$ cat config.mk
export PLATFORM = sky130hd
export DESIGN_NAME = serial_frame_receiver_core_flat
export DESIGN_NICKNAME = d
export VERILOG_FILES = /design/src/rtl/sfr_pkg.sv /design/src/rtl/sfr_if.sv /design/src/rtl/sfr_front.sv /design/src/rtl/sfr_queue.sv /design/src/rtl/sfr_back.sv /design/src/rtl/serial_frame_receiver_core.sv /design/src/flat_wrapper.sv
export SDC_FILE = /design/constraint.sdc
export NUM_CORES = 1
export LEC_CHECK = 0
export ABC_AREA = 1
export BUFFER_PORTS_ARGS = -buffer_cell sky130_fd_sc_hd__buf_2
export CORE_MARGIN = 5
export CORE_UTILIZATION = 60
export CTS_CLUSTER_SIZE = 8
export DETAILED_ROUTE_END_ITERATION = 10
export PLACE_DENSITY = 0.78
export SKIP_LAST_GASP = 1
export SYNTH_ARGS = -nofsm -noshare
export SYNTH_HDL_FRONTEND = slang
export SYNTH_SLANG_ARGS = --single-unit
$ cat constraint.sdc
create_clock -name i_clk -period 6.8 [get_ports i_clk]
set_input_delay 2.04 -clock i_clk [delete_from_list [all_inputs] [get_ports i_clk]]
set_output_delay 2.04 -clock i_clk [all_outputs]
set_load 0.02 [all_outputs]
$ cat src/rtl/sfr_pkg.sv
package sfr_pkg;

    // Kinds of result item.
    typedef enum logic [1:0] {
        KIND_PAYLOAD = 2'd0,
        KIND_BAD_SUM = 2'd1,
        KIND_BAD_LEN = 2'd2,
        KIND_TIMEOUT = 2'd3
    } t_kind;

    // Register indexes on the configuration port.
    localparam logic [1:0] REG_SEED    = 2'd0;
    localparam logic [1:0] REG_MAX_LEN = 2'd1;
    localparam logic [1:0] REG_TIMEOUT = 2'd2;

    localparam logic [7:0]  SEED_RESET    = 8'h0E;
    localparam logic [5:0]  MAX_LEN_RESET = 6'd60;
    localparam logic [15:0] TIMEOUT_RESET = 16'd500;

    // Largest value the 6-bit length fields can carry.
    localparam logic [5:0] LEN_SAT = 6'd63;

    // Entries of the queue between the parser and the sender.
    localparam int QUEUE_DEPTH = 2;

    typedef struct packed {
        logic [7:0]  seed;
        logic [5:0]  max_length;
        logic [15:0] timeout;
    } t_cfg;

    // One unit of work for the sender.
    typedef struct packed {
        t_kind       kind;
        logic [7:0]  command;
        logic [5:0]  length;
    } t_job;

    // Write port of the payload buffer.
    typedef struct packed {
        logic        en;
        logic [5:0]  addr;
        logic [7:0]  data;
    } t_ram_wr;

endpackage

$ cat src/rtl/sfr_if.sv
interface sfr_in_if;
    logic       valid;
    logic       ready;
    logic       func;
    logic [7:0] rx_byte;

    modport source (output valid, output func, output rx_byte, input ready);
    modport sink   (input valid, input func, input rx_byte, output ready);
endinterface

interface sfr_out_if;
    logic       valid;
    logic       ready;
    logic [1:0] kind;
    logic [7:0] command;
    logic [5:0] frame_length;
    logic [5:0] byte_index;
    logic [7:0] payload_byte;
    logic       last;

    modport source (
        output valid, output kind, output command, output frame_length,
        output byte_index, output payload_byte, output last, input ready
    );
    modport sink (
        input valid, input kind, input command, input frame_length,
        input byte_index, input payload_byte, input last, output ready
    );
endinterface

$ cat src/rtl/sfr_front.sv
module sfr_front
    import sfr_pkg::*;
#(
    parameter int PAYLOAD_DEPTH = 64
) (
    input  logic    i_clk,
    input  logic    i_rst_n,
    input  t_cfg    i_cfg,
    input  logic    i_valid,
    output logic    o_ready,
    input  logic    i_func,
    input  logic [7:0] i_rx_byte,
    input  logic    i_q_full,
    output logic    o_push,
    output t_job    o_job,
    output t_ram_wr o_ram_wr,
    input  logic    i_release
);

    typedef enum logic [3:0] {
        PH_IDLE   = 4'b0001,
        PH_HEADER = 4'b0010,
        PH_DATA   = 4'b0100,
        PH_CHECK  = 4'b1000
    } t_phase;

    localparam bit DEPTH_LIMITS = (PAYLOAD_DEPTH < 64);

    t_phase      r_phase, n_phase;
    logic [7:0]  r_command, n_command;
    logic [5:0]  r_length, n_length;
    logic [5:0]  r_fill, n_fill;
    logic [7:0]  r_sum, n_sum;
    logic [15:0] r_ticks, n_ticks;
    logic        r_busy, n_busy;

    logic        accept;
    logic [5:0]  limit;
    logic [5:0]  fill_inc;

    // The buffer may not take new payload until the sender has drained it.
    assign o_ready = !i_q_full && !((r_phase == PH_DATA) && r_busy);
    assign accept  = i_valid && o_ready;

    assign limit = (DEPTH_LIMITS && (i_cfg.max_length > 6'(PAYLOAD_DEPTH)))
                 ? 6'(PAYLOAD_DEPTH) : i_cfg.max_length;
    assign fill_inc = r_fill + 6'd1;

    always_comb begin
        n_phase   = r_phase;
        n_command = r_command;
        n_length  = r_length;
        n_fill    = r_fill;
        n_sum     = r_sum;
        n_ticks   = r_ticks;
        o_push    = 1'b0;
        o_job     = '{kind: KIND_PAYLOAD, command: r_command, length: r_length};
        o_ram_wr  = '{en: 1'b0, addr: r_fill, data: i_rx_byte};

        if (accept) begin
            if (i_func) begin
                if (r_phase != PH_IDLE) begin
                    if (r_ticks >= i_cfg.timeout) begin
                        o_push     = 1'b1;
                        o_job.kind = KIND_TIMEOUT;
                        n_phase    = PH_IDLE;
                    end else begin
                        n_ticks = r_ticks + 16'd1;
                    end
                end
            end else begin
                case (r_phase)
                    PH_IDLE: begin
                        n_command = i_rx_byte;
                        n_length  = 6'd0;
                        n_fill    = 6'd0;
                        n_ticks   = 16'd0;
                        n_sum     = i_cfg.seed ^ i_rx_byte;
                        n_phase   = PH_HEADER;
                    end
                    PH_HEADER: begin
                        if (i_rx_byte > {2'b00, limit}) begin
                            o_push       = 1'b1;
                            o_job.kind   = KIND_BAD_LEN;
                            o_job.length = (i_rx_byte > {2'b00, LEN_SAT})
                                         ? LEN_SAT : i_rx_byte[5:0];
                            n_phase      = PH_IDLE;
                        end else begin
                            n_length = i_rx_byte[5:0];
                            n_sum    = r_sum ^ i_rx_byte;
                            n_phase  = (i_rx_byte != 8'd0) ? PH_DATA : PH_CHECK;
                        end
                    end
                    PH_DATA: begin
                        o_ram_wr.en = (int'(r_fill) < PAYLOAD_DEPTH);
                        n_sum       = r_sum ^ i_rx_byte;
                        n_fill      = fill_inc;
                        if (fill_inc >= r_length) begin
                            n_phase = PH_CHECK;
                        end
                    end
                    PH_CHECK: begin
                        o_push = 1'b1;
                        if (i_rx_byte != r_sum) begin
                            o_job.kind = KIND_BAD_SUM;
                        end
                        n_phase = PH_IDLE;
                    end
                    default: begin
                        n_phase = PH_IDLE;
                    end
                endcase
            end
        end
    end

    // A good frame with payload holds the buffer until its last byte is sent.
    always_comb begin
        n_busy = r_busy;
        if (o_push && (o_job.kind == KIND_PAYLOAD) && (o_job.length != 6'd0)) begin
            n_busy = 1'b1;
        end else if (i_release) begin
            n_busy = 1'b0;
        end
    end

    always_ff @(posedge i_clk) begin
        if (!i_rst_n) begin
            r_phase <= PH_IDLE;
            r_busy  <= 1'b0;
        end else begin
            r_phase <= n_phase;
            r_busy  <= n_busy;
        end
    end

    always_ff @(posedge i_clk) begin
        r_command <= n_command;
        r_length  <= n_length;
        r_fill    <= n_fill;
        r_sum     <= n_sum;
        r_ticks   <= n_ticks;
    end

endmodule

$ cat src/rtl/sfr_queue.sv
module sfr_queue
    import sfr_pkg::*;
(
    input  logic i_clk,
    input  logic i_rst_n,
    input  logic i_push,
    input  t_job i_job,
    input  logic i_pop,
    output t_job o_head,
    output logic o_full,
    output logic o_empty
);

    localparam int PW = (QUEUE_DEPTH > 1) ? $clog2(QUEUE_DEPTH) : 1;
    localparam int CW = $clog2(QUEUE_DEPTH + 1);

    t_job          r_entry [QUEUE_DEPTH];
    logic [PW-1:0] r_wr_ptr, n_wr_ptr;
    logic [PW-1:0] r_rd_ptr, n_rd_ptr;
    logic [CW-1:0] r_count, n_count;
    logic          do_push;
    logic          do_pop;

    assign o_full  = (r_count == CW'(QUEUE_DEPTH));
    assign o_empty = (r_count == '0);
    assign o_head  = r_entry[r_rd_ptr];
    assign do_push = i_push && !o_full;
    assign do_pop  = i_pop && !o_empty;

    always_comb begin
        n_wr_ptr = r_wr_ptr;
        n_rd_ptr = r_rd_ptr;
        n_count  = r_count;
        if (do_push) begin
            n_wr_ptr = (r_wr_ptr == PW'(QUEUE_DEPTH - 1)) ? '0 : r_wr_ptr + PW'(1);
        end
        if (do_pop) begin
            n_rd_ptr = (r_rd_ptr == PW'(QUEUE_DEPTH - 1)) ? '0 : r_rd_ptr + PW'(1);
        end
        if (do_push && !do_pop) begin
            n_count = r_count + CW'(1);
        end else if (do_pop && !do_push) begin
            n_count = r_count - CW'(1);
        end
    end

    always_ff @(posedge i_clk) begin
        if (!i_rst_n) begin
            r_wr_ptr <= '0;
            r_rd_ptr <= '0;
            r_count  <= '0;
        end else begin
            r_wr_ptr <= n_wr_ptr;
            r_rd_ptr <= n_rd_ptr;
            r_count  <= n_count;
        end
    end

    always_ff @(posedge i_clk) begin
        if (do_push) begin
            r_entry[r_wr_ptr] <= i_job;
        end
    end

endmodule

$ cat src/rtl/sfr_back.sv
module sfr_back
    import sfr_pkg::*;
#(
    parameter int PAYLOAD_DEPTH = 64
) (
    input  logic    i_clk,
    input  logic    i_rst_n,
    input  t_ram_wr i_ram_wr,
    input  t_job    i_head,
    input  logic    i_empty,
    output logic    o_pop,
    output logic    o_release,
    output logic    o_valid,
    input  logic    i_ready,
    output logic [1:0] o_kind,
    output logic [7:0] o_command,
    output logic [5:0] o_frame_length,
    output logic [5:0] o_byte_index,
    output logic [7:0] o_payload_byte,
    output logic    o_last
);

    localparam int AW = (PAYLOAD_DEPTH > 1) ? $clog2(PAYLOAD_DEPTH) : 1;
    localparam int IW = (AW > 6) ? AW : 6;

    logic [7:0]    mem [PAYLOAD_DEPTH];
    logic [7:0]    r_rd_data;

    logic          r_valid;
    t_kind         r_kind;
    logic [7:0]    r_command;
    logic [5:0]    r_length;
    logic [5:0]    r_index;
    logic          r_use_ram;
    logic          r_last;

    logic          load;
    logic          more;
    logic          rd_en;
    logic [5:0]    rd_index;
    logic [5:0]    n_index;
    logic          head_use_ram;
    logic [IW-1:0] wr_ext;
    logic [IW-1:0] rd_ext;

    // The output register frees up when it is empty or being taken.
    assign load         = !r_valid || i_ready;
    assign more         = r_valid && r_use_ram && !r_last;
    assign n_index      = r_index + 6'd1;
    assign head_use_ram = (i_head.kind == KIND_PAYLOAD) && (i_head.length != 6'd0);

    always_comb begin
        o_pop    = 1'b0;
        rd_en    = 1'b0;
        rd_index = 6'd0;
        if (load) begin
            if (more) begin
                rd_en    = 1'b1;
                rd_index = n_index;
            end else if (!i_empty) begin
                o_pop = 1'b1;
                rd_en = head_use_ram;
            end
        end
    end

    assign wr_ext = IW'(i_ram_wr.addr);
    assign rd_ext = IW'(rd_index);

    always_ff @(posedge i_clk) begin
        if (i_ram_wr.en) begin
            mem[wr_ext[AW-1:0]] <= i_ram_wr.data;
        end
        if (rd_en) begin
            r_rd_data <= mem[rd_ext[AW-1:0]];
        end
    end

    always_ff @(posedge i_clk) begin
        if (!i_rst_n) begin
            r_valid <= 1'b0;
        end else if (load) begin
            r_valid <= more || !i_empty;
        end
    end

    always_ff @(posedge i_clk) begin
        if (load) begin
            if (more) begin
                r_index <= n_index;
                r_last  <= ((n_index + 6'd1) == r_length);
            end else if (!i_empty) begin
                r_kind    <= i_head.kind;
                r_command <= i_head.command;
                r_length  <= i_head.length;
                r_index   <= 6'd0;
                r_use_ram <= head_use_ram;
                r_last    <= !head_use_ram || (i_head.length == 6'd1);
            end
        end
    end

    assign o_release      = r_valid && i_ready && r_use_ram && r_last;
    assign o_valid        = r_valid;
    assign o_kind         = r_kind;
    assign o_command      = r_command;
    assign o_frame_length = r_length;
    assign o_byte_index   = r_index;
    assign o_payload_byte = r_use_ram ? r_rd_data : 8'd0;
    assign o_last         = r_last;

endmodule

$ cat src/rtl/serial_frame_receiver_core.sv
// Serial frame receiver. Input requests are either received bytes (func 0) or
// millisecond ticks (func 1). Bytes form frames of a command byte, a length
// byte, that many payload bytes and a checksum byte, where the checksum is the
// seed XOR the command, the length and every payload byte. A frame with a good
// checksum produces one result request per payload byte (last set on the
// final one), or a single request with zero payload when the length is zero.
// A bad checksum, a length above max_length (or above the buffer depth), and
// a frame that stays open for more than timeout_ticks ticks each produce one
// request of their own kind, and the frame is dropped. A parser in front takes
// one input request per cycle, checks the framing and writes payload into a
// buffer; it hands finished frames and errors through a two-entry queue to a
// sender that drives the output register. Each result passes through the queue
// and then the output register before it can be taken, when the sender is free,
// and the sender then delivers one result per cycle while the output is being
// taken. The parser holds off every input request, ticks included, when the
// queue is full, or while it waits for a payload byte and the previous frame's
// payload is still being sent, because both frames share the single payload
// buffer. No clearing pass runs after reset. Registers on the APB port: 0x0
// checksum_seed (8 bits, reset 0x0E), 0x4 max_length (6 bits, reset 60), 0x8
// timeout_ticks (16 bits, reset 500). They should be written only while the
// block is idle.
module serial_frame_receiver_core
    import sfr_pkg::*;
#(
    parameter int PAYLOAD_DEPTH = 64
) (
    input  logic        i_clk,
    input  logic        i_rst_n,
    sfr_in_if.sink      i_in,
    sfr_out_if.source   o_out,
    input  logic        psel,
    input  logic        penable,
    input  logic        pwrite,
    input  logic [3:0]  paddr,
    input  logic [31:0] pwdata,
    output logic [31:0] prdata,
    output logic        pready
);

    logic [7:0]  r_seed;
    logic [5:0]  r_max_length;
    logic [15:0] r_timeout;
    logic        cfg_write;
    t_cfg        cfg;

    logic        q_push;
    logic        q_pop;
    logic        q_full;
    logic        q_empty;
    t_job        q_job_in;
    t_job        q_head;
    t_ram_wr     ram_wr;
    logic        buf_release;

    // The configuration port never stalls.
    assign pready    = 1'b1;
    assign cfg_write = psel && penable && pwrite;

    always_ff @(posedge i_clk) begin
        if (!i_rst_n) begin
            r_seed       <= SEED_RESET;
            r_max_length <= MAX_LEN_RESET;
            r_timeout    <= TIMEOUT_RESET;
        end else if (cfg_write) begin
            case (paddr[3:2])
                REG_SEED:    r_seed       <= pwdata[7:0];
                REG_MAX_LEN: r_max_length <= pwdata[5:0];
                REG_TIMEOUT: r_timeout    <= pwdata[15:0];
                default: begin
                end
            endcase
        end
    end

    always_comb begin
        case (paddr[3:2])
            REG_SEED:    prdata = {24'd0, r_seed};
            REG_MAX_LEN: prdata = {26'd0, r_max_length};
            REG_TIMEOUT: prdata = {16'd0, r_timeout};
            default:     prdata = 32'd0;
        endcase
    end

    assign cfg = '{seed: r_seed, max_length: r_max_length, timeout: r_timeout};

    // Parser: framing, checksum, length check, timeout and buffer writes.
    sfr_front #(
        .PAYLOAD_DEPTH (PAYLOAD_DEPTH)
    ) u_front (
        .i_clk     (i_clk),
        .i_rst_n   (i_rst_n),
        .i_cfg     (cfg),
        .i_valid   (i_in.valid),
        .o_ready   (i_in.ready),
        .i_func    (i_in.func),
        .i_rx_byte (i_in.rx_byte),
        .i_q_full  (q_full),
        .o_push    (q_push),
        .o_job     (q_job_in),
        .o_ram_wr  (ram_wr),
        .i_release (buf_release)
    );

    sfr_queue u_queue (
        .i_clk   (i_clk),
        .i_rst_n (i_rst_n),
        .i_push  (q_push),
        .i_job   (q_job_in),
        .i_pop   (q_pop),
        .o_head  (q_head),
        .o_full  (q_full),
        .o_empty (q_empty)
    );

    // Sender: owns the payload buffer and the output register.
    sfr_back #(
        .PAYLOAD_DEPTH (PAYLOAD_DEPTH)
    ) u_back (
        .i_clk          (i_clk),
        .i_rst_n        (i_rst_n),
        .i_ram_wr       (ram_wr),
        .i_head         (q_head),
        .i_empty        (q_empty),
        .o_pop          (q_pop),
        .o_release      (buf_release),
        .o_valid        (o_out.valid),
        .i_ready        (o_out.ready),
        .o_kind         (o_out.kind),
        .o_command      (o_out.command),
        .o_frame_length (o_out.frame_length),
        .o_byte_index   (o_out.byte_index),
        .o_payload_byte (o_out.payload_byte),
        .o_last         (o_out.last)
    );

endmodule
$ cat src/flat_wrapper.sv
// flat-port wrapper written by rule: the top's interface ports become plain ports
module serial_frame_receiver_core_flat import sfr_pkg::*;
#(
    parameter int PAYLOAD_DEPTH = 64
)
  (i_clk, i_rst_n, psel, penable, pwrite, paddr, pwdata, prdata, pready, i_in_valid, i_in_func, i_in_rx_byte, i_in_ready, o_out_valid, o_out_kind, o_out_command, o_out_frame_length, o_out_byte_index, o_out_payload_byte, o_out_last, o_out_ready);
  sfr_in_if i_in_i ();
  sfr_out_if o_out_i ();
  input  logic i_clk;
  input  logic i_rst_n;
  input  logic psel;
  input  logic penable;
  input  logic pwrite;
  input  logic [3:0] paddr;
  input  logic [31:0] pwdata;
  output logic [31:0] prdata;
  output logic pready;
  input wire logic [$bits(i_in_i.valid)-1:0] i_in_valid;
  input wire logic [$bits(i_in_i.func)-1:0] i_in_func;
  input wire logic [$bits(i_in_i.rx_byte)-1:0] i_in_rx_byte;
  output wire logic [$bits(i_in_i.ready)-1:0] i_in_ready;
  output wire logic [$bits(o_out_i.valid)-1:0] o_out_valid;
  output wire logic [$bits(o_out_i.kind)-1:0] o_out_kind;
  output wire logic [$bits(o_out_i.command)-1:0] o_out_command;
  output wire logic [$bits(o_out_i.frame_length)-1:0] o_out_frame_length;
  output wire logic [$bits(o_out_i.byte_index)-1:0] o_out_byte_index;
  output wire logic [$bits(o_out_i.payload_byte)-1:0] o_out_payload_byte;
  output wire logic [$bits(o_out_i.last)-1:0] o_out_last;
  input wire logic [$bits(o_out_i.ready)-1:0] o_out_ready;
  assign i_in_i.valid = i_in_valid;
  assign i_in_i.func = i_in_func;
  assign i_in_i.rx_byte = i_in_rx_byte;
  assign i_in_ready = i_in_i.ready;
  assign o_out_valid = o_out_i.valid;
  assign o_out_kind = o_out_i.kind;
  assign o_out_command = o_out_i.command;
  assign o_out_frame_length = o_out_i.frame_length;
  assign o_out_byte_index = o_out_i.byte_index;
  assign o_out_payload_byte = o_out_i.payload_byte;
  assign o_out_last = o_out_i.last;
  assign o_out_i.ready = o_out_ready;
  serial_frame_receiver_core #(.PAYLOAD_DEPTH(PAYLOAD_DEPTH)) u_core (.i_clk(i_clk), .i_rst_n(i_rst_n), .i_in(i_in_i), .o_out(o_out_i), .psel(psel), .penable(penable), .pwrite(pwrite), .paddr(paddr), .pwdata(pwdata), .prdata(prdata), .pready(pready));
endmodule
Word level (Yosys, flattened, before mapping)
Memories as Yosys holds them, arrays and structs flattened. A register that Yosys moved wholly into a read port is not among the register bits. Index checks and enable logic that the tools add are counted.

Bits in registers: 108. Bits in latches: 0. Bits in writable memories: 544. Memory bits (read-only): 0. Bits of input ports: 52. Logic and storage cells: 171. Memories kept: 2.

$add $sub $neg: 8. $mul: 0. Divide/modulo/power cells: 0. $lt $le $gt $ge: 4. Eq/ne operators: 17. Shift operators: 0. Mux-type cells: 63. Bitwise operators: 5. Reductions and logical operators: 52.

Memories: u_core.u_back.mem (depth 64, bits a word 8, rd ports 1, clocked after Yosys merged registers in 1, wr ports 1, line sfr_back.sv:26) `logic [7:0] mem [PAYLOAD_DEPTH];`; u_core.u_queue.r_entry (depth 2, bits a word 16, rd ports 1, clocked after Yosys merged registers in 1, wr ports 1, line sfr_queue.sv:17) `t_job r_entry [QUEUE_DEPTH];`.

Operator list (count): $mux 16 (4); $mux 6 (10); $pmux 16 s3 (1); $mux 1 (27); $mux 4 (6); $pmux 6 s2 (2); $pmux 8 s3 (1); $add 6x1->6 const B (3); $logic_and 1x1->1 (17); $add 16x1->16 const B (1); $ge 16x16->1 (1); $mux 8 (2); $reduce_and 4->1 (4); $xor 8x8->8 (2); $mux 2 (7); $pmux 4 s3 (1); $reduce_bool 6->1 (2); $reduce_bool 2->1 (5); $reduce_and 3->1 (3); $gt 8x6->1 (1); $gt 8x6->1 const B (1); $logic_not 1->1 (8); $logic_not 2->1 (4); $ne 8x8->1 (1); 23 further kinds (35).

Longest topological paths before layout
Gate-level depths: netlist of run 1.

Depth after elaboration: 11. Depth in mapped cells: 20. Mapped depth without buffers: 20.

Modules after synthesis
A second synthesis of run 1 with hierarchy kept.

Cell total of the unflattened synthesis: 3195. Area total of the unflattened synthesis: 31582.8 µm².

Modules (own cells, without submodules): sfr_back (times used 1, cells an instance 2424, area each 25004.0 µm²); sfr_front (times used 1, cells an instance 445, area each 3572.2 µm²); serial_frame_receiver_core (times used 1, cells an instance 238, area each 1551.5 µm²); sfr_queue (times used 1, cells an instance 88, area each 1455.1 µm²).

Worst setup path after synthesis of run 1
OpenSTA, ideal clock, no wires.

Path kind: in2out. Start point: in paddr[3]. End point: out prdata[6]. Data arrival time: 2983 ps. Required time: 4760 ps. Path slack: 1777 ps. Cell stages on the path: 5. Path buffers: 1. Cells stage by stage: inv_1 -> nor2_1 -> inv_1 -> clkbuf_1 -> o21ai_0.

Cells in the longest elaborated chain, start to end: 2. Elaborated cells between the ends (all ways): 4. Those cells by class: eq/ne (2); mux (1); reduce/logical (1).

Ends and longest elaborated chain: from (decl) (line flat_wrapper.sv:14) `input logic [3:0] paddr;`; $eq 2x2->1 (tied with other cells) (line serial_frame_receiver_core.sv:76) `case (paddr[3:2])`; $pmux 16 s3 * (line serial_frame_receiver_core.sv:76); to (decl) (line flat_wrapper.sv:16) `output logic [31:0] prdata;`.

Every way passes the cells marked *; elsewhere a longest branch is shown, timed or not.

Worst setup path after layout of run 1
Start point: in paddr[3]. End point: out prdata[2].

The elaborated chain is that of the path after synthesis.

==> run summary, run 1 <==
### Route
- ANT nets after route: 0
- drt wl/cell: 22.89 µm
- initial DRC count: 2290
- via density per instance: 6.273
- Total Routed Length: 68.79 mm
- 1st-pass router iterations: 5
- via total after detailed routing: 18850
- drt drc: 0

### Logic synthesis
- mean post-synth cell area: 12.35 µm²
- Post-synth EDFFs: 620
- post-synthesis instance total: 2283
- Unique masters post-synth: 46
- library cell with the largest summed area after synthesis: edfxtp_1
- Yosys warning count: 0
- Synth top area share: 0.6606
- Main synth FF type: edfxtp_1
- post-synthesis instance area: 28180 µm²
- post-synthesis sequential area ratio: 0.6897
- post-synthesis async set-or-reset flop share: 0
- most common library cells after synthesis: edfxtp_1, nand3_1, nor2_1
- post-synthesis register bit count: 661
- most repeated cell in the gate-level netlist after synthesis: edfxtp_1
- most area-consuming cells after synthesis: edfxtp_1, o211ai_1, nand3_1

### STA
- actual slew at the worst max-slew pin: 1203 ps
- post-route minimum period: 5086 ps
- final hold violation count: 0
- f_max: 0.1966 GHz
- worst setup skew after layout: 20.61 ps
- RSZ-0062 raised after global routing: false
- Pins Over Slew Limit: 0
- final setup violation count: 0
- headroom to the max-slew limit: 0.1982
- period utilisation layout: 0.7479
- final total negative setup slack: 0 ps

### Worst setup path
- r2r setup slk: 2860 ps
- crit end category: output port
- CP max-delay cell: inv_1
- critical path class: in -> out
- Critical Path RT: 4760 ps
- critical path data arrival time: 3050 ps
- capture point of the worst reg-to-reg path: u_core.u_back.r_rd_data[6]
- Setup crit end: prdata[2]
- Bufs and invs on worst path: 4
- startpoint kind of the worst setup timing path: primary input
- critical path depth in cells: 6
- cell depth of the worst flop-to-flop path: 15
- first element of the critical path: paddr[3]
- worst-path fanout max: 16
- delay of the slowest critical-path stage: 350 ps
- Cell Chain, Critical Path: buf_2, inv_1, nor2_1, inv_1, o221ai_1, buf_2
- cell class contributing the biggest share of worst-path delay: buffers and inverters
- origin of the critical flop-to-flop path: u_core.u_back.o_byte_index[0]

### Finish
- Filler Cells Inserted: 3137
- ratio of cells with drive above 1 in the final layout: 0.09967
- final non-filler cell total: 3005
- Layout area overhead: 11.83%
- net count of the finished layout: 2449
- ANT cells: 0

### CTS
- total CTS buffers: 92
- Max Buffers Root-to-Sink: 3
- buffers inserted during post-CTS setup optimization: 0
- clock root buffer master: clkbuf_16
- clock insertion delay at the later pin of the skew report: 610 ps
- H-tree levels: 3
- CTS Hold Bufs: 0
- clock transition at the register clock pins on the worst setup and hold paths after CTS: 50 ps
- number of resized instances in the post-cts repair step: 0
- clock tree sinks: 661
- CTS tree: done

### Power
- power density over the cells: 330.3 nW/µm²
- Static Leak: 0.01081 µW
- Peak supply drop: 0.2221 mV
- Pwr Total: 10410 µW

### Die
- area of the core: 46560 µm²
- full die area: 51410 µm²
- Top Ports: 118
- number of rows created at floorplan: 79
- starting density of the core: 0.6054
- die span in y: 226.7 µm
- die extent in x: 226.7 µm

### Place
- Post-Place Cells: 2877
- placer's final routability congestion estimate: 1.002
- input/output buffers: 82
- half-perimeter wire length after placement: 40.31 mm

### Global routing
- global-route wire length before repair: 104.6 mm
- number of antenna violations at the first check in global routing: 0
- total congestion overflow after global routing: 0
- global-route usage over all layers: 0.2646
- number of global-route vias before repair: 18600
- maximum number of pins on one net before global-route repair: 205

### Run
- max-capacitance violation count: 0

### Run status
- status: finished, final reports clean

### Worst hold path
- beginning of the worst hold path: u_core.u_front.r_command[7]
- worst hold path depth: 0
- worst hold path type: reg -> reg

[worst min-delay path by stage]
stage	to	slack, ps
6_report	u_core.u_queue.r_entry[0][13]	450
5_1_grt	u_core.u_queue.r_entry[1][7]	470
3_3_place_gp	u_core.u_queue.r_entry[0][8]	420
2_1_floorplan	u_core.u_queue.r_entry[0][10]	420
3_5_place_dp	u_core.u_queue.r_entry[1][12]	430
4_1_cts	u_core.u_queue.r_entry[0][12]	440
[layer usage]
metal,vias up,global-route usage,part of all wire
li1,8477,-,-
met1,9141,0.3598,0.38
met2,1072,0.4290,0.48
met3,161,0.04997,0.10
met4,0,0.1036,0.035
met5,-,0,0
[logic make-up (layout without fill, tap and decap cells)]
| logic type | after synthesis | in the layout | synth area share |
|---|---|---|---|
| simple gates | 861 | 861 | 0.1441 |
| flops | 661 | 661 | 0.6897 |
| compound gates | 412 | 412 | 0.09753 |
| buf+inv | 284 | 384 | 0.04377 |
| fa+ha+maj | 33 | 33 | 0.01465 |
| xor+xnor | 22 | 22 | 0.007103 |
| mux | 8 | 8 | 0.002841 |
| other cells | 2 | 17 | 0.0002665 |
[cells in the final DEF (no fill, tap or decap), types with 19 or more instances in the layout]
cell type | synthesis | final
dfxtp_1 | 41 | 41
o21ai_0 | 108 | 108
or2_0 | 73 | 73
nand3_1 | 250 | 250
nand2_1 | 192 | 192
a21oi_1 | 49 | 49
o211ai_1 | 179 | 179
clkbuf_16 | 0 | 95
buf_2 | 36 | 82
o221ai_1 | 51 | 51
inv_1 | 139 | 139
nor2_1 | 224 | 224
or2_1 | 63 | 63
edfxtp_1 | 620 | 620
buf_4 | 30 | 22
ha_1 | 33 | 33
clkbuf_1 | 57 | 28
nand4_1 | 19 | 19
[layout make-up]
type                            count  area [µm²]  area share
Clock buffer                      123        2482     0.07876
Timing Repair Buffer              107       635.6     0.02017
Sequential cell                   661       19440      0.6167
Inverter                          149       561.8     0.01782
Tap cell                          607       759.5     0.02410
Multi-Input combinational cell   1353        7587      0.2407
Clock inverter                      5       53.80    0.001707
[where the power goes]
group          internal, µW  switching, µW  leakage, µW
logic                   428           1080      0.00364
registers              4690            137      0.00594
clock network          2500           1580      0.00123
total                  7610           2790       0.0108
[flip-flops by register name, indices dropped and copies added (netlist names), 2 cells and up, named ones only]
| register | count |
|---|---|
| u_core.u_back.mem | 512 |
| u_core.u_queue.r_entry | 32 |
| u_core.r_timeout | 16 |
| u_core.u_front.r_ticks | 16 |
| u_core.r_seed | 8 |
| u_core.u_back.o_command | 8 |
| u_core.u_back.r_rd_data | 8 |
| u_core.u_front.r_command | 8 |
| u_core.u_front.r_sum | 8 |
| u_core.r_max_length | 6 |
| u_core.u_back.o_byte_index | 6 |
| u_core.u_back.o_frame_length | 6 |
| u_core.u_front.r_fill | 6 |
| u_core.u_front.r_length | 6 |
| u_core.u_front.r_phase | 4 |
| u_core.u_back.o_kind | 2 |
| u_core.u_queue.r_count | 2 |
[worst reg2reg max path: cells and delay by family (launching register included)]
kind | cells | cell delay, ps
AOI/OAI and AO/OA | 1 | 120
buffers and inverters | 5 | 1780
and+or+nand+nor | 8 | 860
DFF | 1 | 590
adders and majority gates | 1 | 350
[per-stage QoR]
| stage | hold WS, ps | instance area [µm²] | worst slack (ps) | utilization |
|---|---|---|---|---|
| after CTS | 444.3 | 31520 | 1716 | 0.6770 |
| after global routing | 465.8 | 31520 | 1639 | 0.6770 |
| after floorplan | 421.5 | 28240 | 1777 | - |
| after detailed placement | 433.4 | 28980 | 1703 | 0.6225 |
| final | 445.2 | 31520 | 1714 | 0.6770 |
| after global placement | 423.9 | 28980 | 1758 | 0.6225 |
Note: power is estimated with default switching activity, not from simulation.
==> inputs of run 2 (changes only) <==
Settings changed: ABC_AREA 1 to 0, CORE_UTILIZATION 60 to 56, PLACE_DENSITY 0.78 to 0.76.
Clock period 6.8 ns to 4.2 ns, I/O delays scaled along.
==> run 2 against run 1 <==
  * Setup slack got worse by 1200 ps
  * First-iteration DRC count up 17%
  * Clock power increased by 62%
  * Global-route usage rose by 0.73 points
  * Critical path type is now reg -> reg
  * Synthesized cell count is 2.8% lower
  * Highest routed layer is now met5
  * Sequential power increased by 59%
==> run summary, run 2 <==
### Finish
- net count of the finished layout: 2492
- ANT cells: 0
- max reg flops: 512
- commonest cells after routing, fill and taps aside: edfxtp_1, nand2_1, buf_4
- Layout area overhead: 15.07%
- multi-input logic area: 8046 µm²
- ratio of cells with drive above 1 in the final layout: 0.1568
- Filler Cells Inserted: 3447
- flip-flop and latch area: 19440 µm²
- commonest non-fill, non-tap cell in the layout: edfxtp_1
- core utilization of the finished layout: 0.6512

### Worst setup path
- critical path class: reg -> reg
- crit end category: register
- cell depth of the worst flop-to-flop path: 11
- capture point of the worst reg-to-reg path: u_core.u_back.r_rd_data[7]
- worst-path fanout max: 16
- origin of the critical flop-to-flop path: u_core.u_back.o_byte_index[0]
- Critical Path RT: 4660 ps
- startpoint kind of the worst setup timing path: register
- r2r setup slk: 470 ps
- critical path data arrival time: 4190 ps

### Logic synthesis
- post-synthesis instance total: 2219
- Post-synth EDFFs: 620
- Main synth FF type: edfxtp_1
- mean post-synth cell area: 12.79 µm²
- post-synthesis sequential area ratio: 0.6847
- post-synthesis async set-or-reset flop share: 0
- Unique masters post-synth: 76
- Synth top area share: 0.6558
- most common library cells after synthesis: edfxtp_1, nand2_1, nor2_1
- library cell with the largest summed area after synthesis: edfxtp_1
- post-synthesis register bit count: 661
- most area-consuming cells after synthesis: edfxtp_1, nand2_1, dfxtp_1
- Yosys warning count: 0
- post-synthesis instance area: 28390 µm²
- most repeated cell in the gate-level netlist after synthesis: edfxtp_1

### Global routing
- total congestion overflow after global routing: 0
- global-route usage over all layers: 0.2719
- number of antenna violations at the first check in global routing: 1
- number of global-route vias before repair: 19280
- maximum number of pins on one net before global-route repair: 56
- global-route wire length before repair: 116.3 mm

### CTS
- Max Buffers Root-to-Sink: 3
- clock insertion delay at the later pin of the skew report: 620 ps
- clock tree sinks: 661
- H-tree levels: 3
- clock transition at the register clock pins on the worst setup and hold paths after CTS: 50 ps
- clock root buffer master: clkbuf_16
- total CTS buffers: 92
- CTS Hold Bufs: 0
- CTS tree: done
- buffers inserted during post-CTS setup optimization: 0
- number of resized instances in the post-cts repair step: 0

### STA
- period utilisation layout: 0.8881
- f_max: 0.2681 GHz
- final total negative setup slack: 0 ps
- actual slew at the worst max-slew pin: 901.3 ps
- RSZ-0062 raised after global routing: false
- final setup violation count: 0
- post-route minimum period: 3730 ps
- headroom to the max-slew limit: 0.3915
- Pins Over Slew Limit: 0
- final hold violation count: 0
- worst setup skew after layout: 18.17 ps

### Worst hold path
- worst hold path depth: 0
- worst hold path type: reg -> reg
- beginning of the worst hold path: u_core.u_front.r_command[7]
- terminating pin of the worst hold path: u_core.u_queue.r_entry[1][13]

### Power
- power density over the cells: 497.9 nW/µm²
- Peak supply drop: 0.3141 mV
- Static Leak: 0.01146 µW

### Run
- max-capacitance violation count: 0

### Place
- placer's final routability congestion estimate: 0.9748
- half-perimeter wire length after placement: 48.80 mm
- input/output buffers: 82

### Die
- area of the core: 50170 µm²
- full die area: 55300 µm²
- number of rows created at floorplan: 82
- die extent in x: 235.2 µm
- starting density of the core: 0.5659
- Top Ports: 118
- die span in y: 235.2 µm

### Route
- drt drc: 0
- via density per instance: 6.342
- drt wl/cell: 24.77 µm
- via total after detailed routing: 19720
- Total Routed Length: 77.01 mm
- initial DRC count: 2668
- ANT nets after route: 0
- 1st-pass router iterations: 6

### Run status
- status: finished, final reports clean

## run 2: cell types whose count changed after synthesis, moves of 73 or more
| cell | delta |
|---|---|
| nand2_1 | +175 |
| or2_0 | -73 |
| nor2_1 | -87 |
| o211ai_1 | -124 |
| inv_1 | -101 |
| nand3_1 | -135 |
## run 2: critical path, cell delays in order (launching register included)
cell      delay (ps)
edfxtp_1         560
ha_1             360
xor2_1           560
nand2_2          170
inv_2            400
buf_4            290
a21oi_1           60
a22oi_1          260
o211ai_1         220
a22oi_1          430
nand4_1          150
o21ai_0          110
## run 2: logic make-up (layout without fill, tap and decap cells)
kind of cell	after synthesis	count (layout)	synth area share
and+or+nand+nor	859	859	0.1427
DFF	661	661	0.6847
AOI/OAI and AO/OA	351	351	0.08294
buffers and inverters	200	403	0.03543
muxes	65	65	0.02463
xor gates and xnor gates	48	48	0.01481
adders and majority gates	33	33	0.01454
other	2	17	0.0002645
## run 2: how the worst max path moves through the flow
stage | depth (start not counted) | startpoint | endpoint | slack [ps]
final | 11 | u_core.u_back.o_byte_index[0] | u_core.u_back.r_rd_data[7] | 470
after CTS | 10 | u_core.u_back.o_byte_index[0] | u_core.u_back.r_rd_data[3] | 510
after global routing | 11 | u_core.u_back.o_byte_index[0] | u_core.u_back.r_rd_data[7] | 370
after detailed placement | 8 | o_out_ready | u_core.u_back.r_rd_data[5] | 250
after global placement | 13 | i_in_rx_byte[1] | u_core.u_queue.r_count[1] | 230
after floorplan | 10 | o_out_ready | u_core.u_queue.r_count[1] | 430
## run 2: per-layer routing
metal,part of all wire,GRT usage
met1,0.37,0.3619
met2,0.48,0.4407
met3,0.10,0.05506
met4,0.043,0.1168
met5,0.00017,0
## run 2: where the power goes
group          internal [µW]  total [µW]  switching [µW]
Combinational            651        1990            1340
Sequential              7490        7690             200
Clock                   4030        6590            2560
Total                  12200       16300            4100
## run 2: metrics by stage
stage / setup slack [ps] / power, µW / hold WS (ps) / area [µm²] / cells
finish: 470.0 / 16270 / 449.6 / 32670 / 3109
global route: 371.4 / 16770 / 464.5 / 32670 / 3109
CTS: 508.3 / 16280 / 448.3 / 32670 / 3109
detailed placement: 252.6 / 9743 / 435.2 / 30150 / 2985
global placement: 230.8 / 9684 / 424.4 / 30150 / 2985
floorplan: 428.3 / 8953 / 421.5 / 28450 / 2234
## run 2: final cells by class
| class | instances | area share |
|---|---|---|
| multi-input cells | 1373 | 0.2463 |
| well taps | 672 | 0.02574 |
| clock buffers | 119 | 0.07553 |
| clock inverters | 5 | 0.001685 |
| inverters | 43 | 0.005094 |
| repair buffers | 236 | 0.05063 |
| flip-flops and latches | 661 | 0.5950 |
